===== config.mk =====
export PLATFORM = sky130hd
export DESIGN_NAME = npc_cell
export DESIGN_NICKNAME = d
export VERILOG_FILES = /design/src/npc_pkg.sv /design/src/npc_cell.sv
export SDC_FILE = /design/constraint.sdc
export NUM_CORES = 1
export LEC_CHECK = 0
export ABC_CLOCK_PERIOD_IN_PS = 6000
export BUFFER_PORTS_ARGS = -buffer_cell sky130_fd_sc_hd__buf_2
export CORE_MARGIN = 4
export CORE_UTILIZATION = 40
export DETAILED_ROUTE_END_ITERATION = 12
export PLACE_DENSITY = 0.66
export RECOVER_POWER = 25
export SYNTH_ARGS = -nofsm -noshare
export SYNTH_HDL_FRONTEND = slang
export SYNTH_SLANG_ARGS = --single-unit

===== constraint.sdc =====
create_clock -name i_clk -period 6 [get_ports i_clk]
set_clock_uncertainty 0.2 [all_clocks]
set_input_delay 0.6 -clock i_clk [delete_from_list [all_inputs] [get_ports i_clk]]
set_output_delay 0.6 -clock i_clk [all_outputs]
set_load 0.01 [all_outputs]

===== src/npc_pkg.sv =====
// shared constants, types and helpers of the nearest palette color search
package npc_pkg;

    localparam int PALETTE_DEPTH = 256;
    localparam int ADDR_SLOTS    = 256;
    localparam int NUM_CELLS     = (PALETTE_DEPTH < ADDR_SLOTS) ? PALETTE_DEPTH : ADDR_SLOTS;
    // span from the accept edge to the edge that ends the strobe cycle: the cell row plus the result register
    localparam int LATENCY       = NUM_CELLS + 1;

    localparam int CH_W   = 8;
    localparam int SLOT_W = 8;
    localparam int SIZE_W = 9;
    localparam int DIST_W = 10;

    typedef enum logic {
        FUNC_LOAD  = 1'b0,
        FUNC_QUERY = 1'b1
    } t_func;

    // one transaction moving down the cell row, with the best match so far
    typedef struct packed {
        logic              valid;
        t_func             func;
        logic [SLOT_W-1:0] index;
        logic [CH_W-1:0]   blue;
        logic [CH_W-1:0]   green;
        logic [CH_W-1:0]   red;
        logic              have;
        logic [DIST_W-1:0] distance;
        logic [SLOT_W-1:0] slot;
        logic [CH_W-1:0]   best_blue;
        logic [CH_W-1:0]   best_green;
        logic [CH_W-1:0]   best_red;
    } t_stream;

    function automatic logic [CH_W-1:0] abs_diff(input logic [CH_W-1:0] a,
                                                input logic [CH_W-1:0] b);
        abs_diff = (a > b) ? (a - b) : (b - a);
    endfunction

endpackage


===== src/npc_cell.sv =====
// one palette cell: holds an entry, applies loads and updates the running best match
module npc_cell (
    input  logic                         i_clk,
    input  logic                         i_rst_n,
    input  logic [npc_pkg::SLOT_W-1:0]   i_cell_id,
    input  logic [npc_pkg::SIZE_W-1:0]   i_size,
    input  npc_pkg::t_stream             i_stream,
    output npc_pkg::t_stream             o_stream
);

    logic [npc_pkg::CH_W-1:0]   r_blue;
    logic [npc_pkg::CH_W-1:0]   r_green;
    logic [npc_pkg::CH_W-1:0]   r_red;
    npc_pkg::t_stream           r_stream;
    npc_pkg::t_stream           n_stream;
    logic [npc_pkg::DIST_W-1:0] w_dist;
    logic                       w_load;
    logic                       w_live;
    logic                       w_take;

    assign w_dist = npc_pkg::DIST_W'(npc_pkg::abs_diff(r_blue, i_stream.blue))
                  + npc_pkg::DIST_W'(npc_pkg::abs_diff(r_green, i_stream.green))
                  + npc_pkg::DIST_W'(npc_pkg::abs_diff(r_red, i_stream.red));

    assign w_load = i_stream.valid && (i_stream.func == npc_pkg::FUNC_LOAD)
                 && (i_stream.index == i_cell_id);
    assign w_live = {1'b0, i_cell_id} < i_size;
    // strict compare keeps the lowest slot on ties
    assign w_take = i_stream.valid && (i_stream.func == npc_pkg::FUNC_QUERY) && w_live
                 && (!i_stream.have || (w_dist < i_stream.distance));

    always_comb begin
        n_stream = i_stream;
        if (w_take) begin
            n_stream.have       = 1'b1;
            n_stream.distance   = w_dist;
            n_stream.slot       = i_cell_id;
            n_stream.best_blue  = r_blue;
            n_stream.best_green = r_green;
            n_stream.best_red   = r_red;
        end
    end

    always_ff @(posedge i_clk) begin
        if (w_load) begin
            r_blue  <= i_stream.blue;
            r_green <= i_stream.green;
            r_red   <= i_stream.red;
        end
    end

    always_ff @(posedge i_clk) begin
        if (!i_rst_n) begin
            r_stream.valid <= 1'b0;
        end else begin
            r_stream <= n_stream;
        end
    end

    assign o_stream = r_stream;

endmodule


==> summary.txt <==
row count = 46
vias in the first global route = 4753
ANT cells = 0
share of layout cells above drive strength 1 = 31.1%
combinational share of power = 34.3%
Netlist Area Pre-Place = 0.00646 mm2
Post-synth top flop = edfxtp_1
dominant cell type by area after synthesis = edfxtp_1
unrepaired setup endpoints after global routing = false
Die W = 135 um
critical path required time = 5.90 ns
final slew viol count = 78
crit path cell chain = clkbuf_1 > ha_1 > inv_1 > fa_1 > nand3_1 > a21oi_1 > o221ai_4 > buf_4 > mux2i_1 > xnor2_1 > fa_1 > inv_1 > ha_1 > nor3_1 > o211ai_1 > nand3_1 > xnor2_1 > ha_1 > and3_1 > o2111ai_1 > o211ai_4 > buf_12 > mux2_2
switching part of the total power = 32.4%
GRT busiest layer = met2
Mapped Cells = 525
async set or reset register ratio after synthesis = 0%
Final setup viols = 0
Top Ports = 173
# DRC = 0
drt first pass iters = 4
initial antenna violation count = 0
TritonCTS clock tree = done
failing checks = capacitance limit, slew limit
global-route wire length before repair = 23700 um
DR iter-0 viols = 155
CTS sink cnt = 101
total track usage = 16.6%
Slew HR = -185%
synth unique cells = 43
Yosys reg bits = 101
layout net count = 881
Internal = 1.48 mW
final worst path period share = 93.1%
WP buf/inv = 5
CTS Buf Count = 9
most frequent cells in the layout = buf_2, edfxtp_1, inv_1
PortBufs = 172
cell class contributing the biggest share of worst-path delay = adder cells
CTS root buf = clkbuf_16
Reg clk slew, reported paths = 0.08 ns
later-pin clock latency in the skew report = 0.36 ns
synth warn = 0
core area = 0.0159 mm2
final core occ = 49.7%
grt ovf = 0
Setup Crit Path Kind = input pin to flop
Final Critical Period = 5.59 ns
max incr delay on CP = 0.56 ns
drt via density = 4.89
Seq/Total Area, Yosys = 46.8%
crit-path most repeated cell = ha_1
P_leak = 3.63 nW
PD cells = 278 mW/mm2
total negative slack = 0 ns
Post-synth EDFFs = 100
largest cells by area after synthesis = edfxtp_1, ha_1, mux2_2, inv_1, fa_1
Starting Density = 40.7%
Post-Syn Nets = 704
worst vdd ir = 0.169 mV
Flop pwr share = 39.3%
CP Launch Type = input pin
CTS H-Tree Depth = 3
final hold vios = 0
CP Max Fanout = 21
outcome = complete, but fails checks
met1 GRT Util = 21.4%
drt wl/cell = 16.2 um
Max-cap violations = 1
area growth from synthesis to layout = 22.0%
M2 GR Usage = 28.2%
Slowest cell on crit path = fa_1
postcts setup bufs = 0
post-route ant nets = 0
CP Capture Type = flop
Die Area = 0.0183 mm2
Avg Cell Area, Syn = 12.3 um2
largest net degree at the start of global routing = 78
CP Data Arrival Time = 5.49 ns
Hold Buf Count CTS = 0
Reg area = 0.00302 mm2
# resized after CTS = 0
Worst-Margin Slew = 4.28 ns
Max Clk Rate = 0.179 GHz
worst hold-check path type = input pin to flop
global placement routability congestion = 0.831
Clk pwr share = 26.3%
fill cell count = 1465
CTS max path bufs = 2
GR Layer Usage met3 = 3.73%
Switch Pwr = 0.708 mW
DR vias = 4516
leading cell type in the layout, fill and taps excluded = buf_2
hpwl dp = 11900 um
die height = 135 um
area of the multi-input gates = 0.00308 mm2
Yosys top cell area share = 46.5%
final WL = 14900 um
-- layer usage --
| metal | vias up | wire, um |
|---|---|---|
| li1 | 2232 | - |
| met1 | 2131 | 6600 |
| met2 | 138 | 7250 |
| met3 | 15 | 906 |
| met4 | 0 | 172 |
| met5 | - | 0 |
-- per-stage QoR --
stage	setup WS [ns]	power (mW)	area, um2	cells	hold WS [ns]
floorplan	0.315	1.37	6460	525	0.356
global placement	0.221	1.60	7640	907	0.378
detailed placement	0.0939	1.63	7640	907	0.388
CTS	0.342	2.22	7930	923	0.221
global route	0.0138	2.33	7890	923	0.216
finish	0.412	2.19	7890	923	0.236
-- power by group through the flow --
| stage | Combinational (mW) | Sequential, mW | Clock [mW] |
|---|---|---|---|
| 3_3_place_gp | 0.727 | 0.874 | 0 |
| 4_1_cts | 0.759 | 0.860 | 0.601 |
| 5_1_grt | 0.841 | 0.867 | 0.626 |
| 3_5_place_dp | 0.756 | 0.875 | 0 |
| 2_1_floorplan | 0.468 | 0.905 | 0 |
| 6_report | 0.752 | 0.861 | 0.576 |
-- kinds of logic after synthesis --
kind of cell / after synthesis / share of synthesized area, %
xor gates and xnor gates: 32 / 4.34
adders and majority gates: 83 / 17.8
muxes: 63 / 10.6
AOI/OAI and AO/OA: 92 / 9.89
buffers and inverters: 98 / 5.92
DFF: 101 / 46.8
and+or+nand+nor: 56 / 4.65
-- sequential cells by signal (all words and copies together), names as in the netlist --
register / cells
o_stream: 77
r_red: 8
r_green: 8
r_blue: 8
-- path summary, 6_finish.rpt --
kind,endpoint,slack [ns],from,depth (start not counted)
max reg2reg,o_stream[19]$_DFFE_PP_,0.42,r_blue[0]$_DFFE_PP_,23
min reg2reg,o_stream[23]$_DFFE_PP_,0.41,r_blue[7]$_DFFE_PP_,1
min,o_stream[69]$_DFFE_PP_,0.24,i_stream[69],1
max,o_stream[19]$_DFFE_PP_,0.41,i_stream[59],23
-- cell usage after synthesis (all sizes together) (2+ instances only) --
master and count:
a211o 3, a21oi 31, edfxtp 100, and4 2
o21ai 8, a211oi 6, nand4 5, xor2 18
inv 82, mux2 45, fa 15, nand2b 3
nand3b 5, xnor2 14, nand2 18, o221ai 2
buf 7, o211ai 5, a221oi 2, and3 2
nand3 11, a21o 19, nor2b 2, a31oi 12
ha 68, clkbuf 9, nor2 2, and2 2
mux2i 18, o22a 2
-- layout make-up --
type                    instances  area share (%)
multi-input cells             326            39.0
flip-flops and latches        101            38.3
repair buffers                182            11.6
inverters                      82            3.90
well taps                     216            3.43
clock buffers                   9            2.86
clock inverters                 7           0.841
Note: power is estimated with default switching activity, not from simulation.
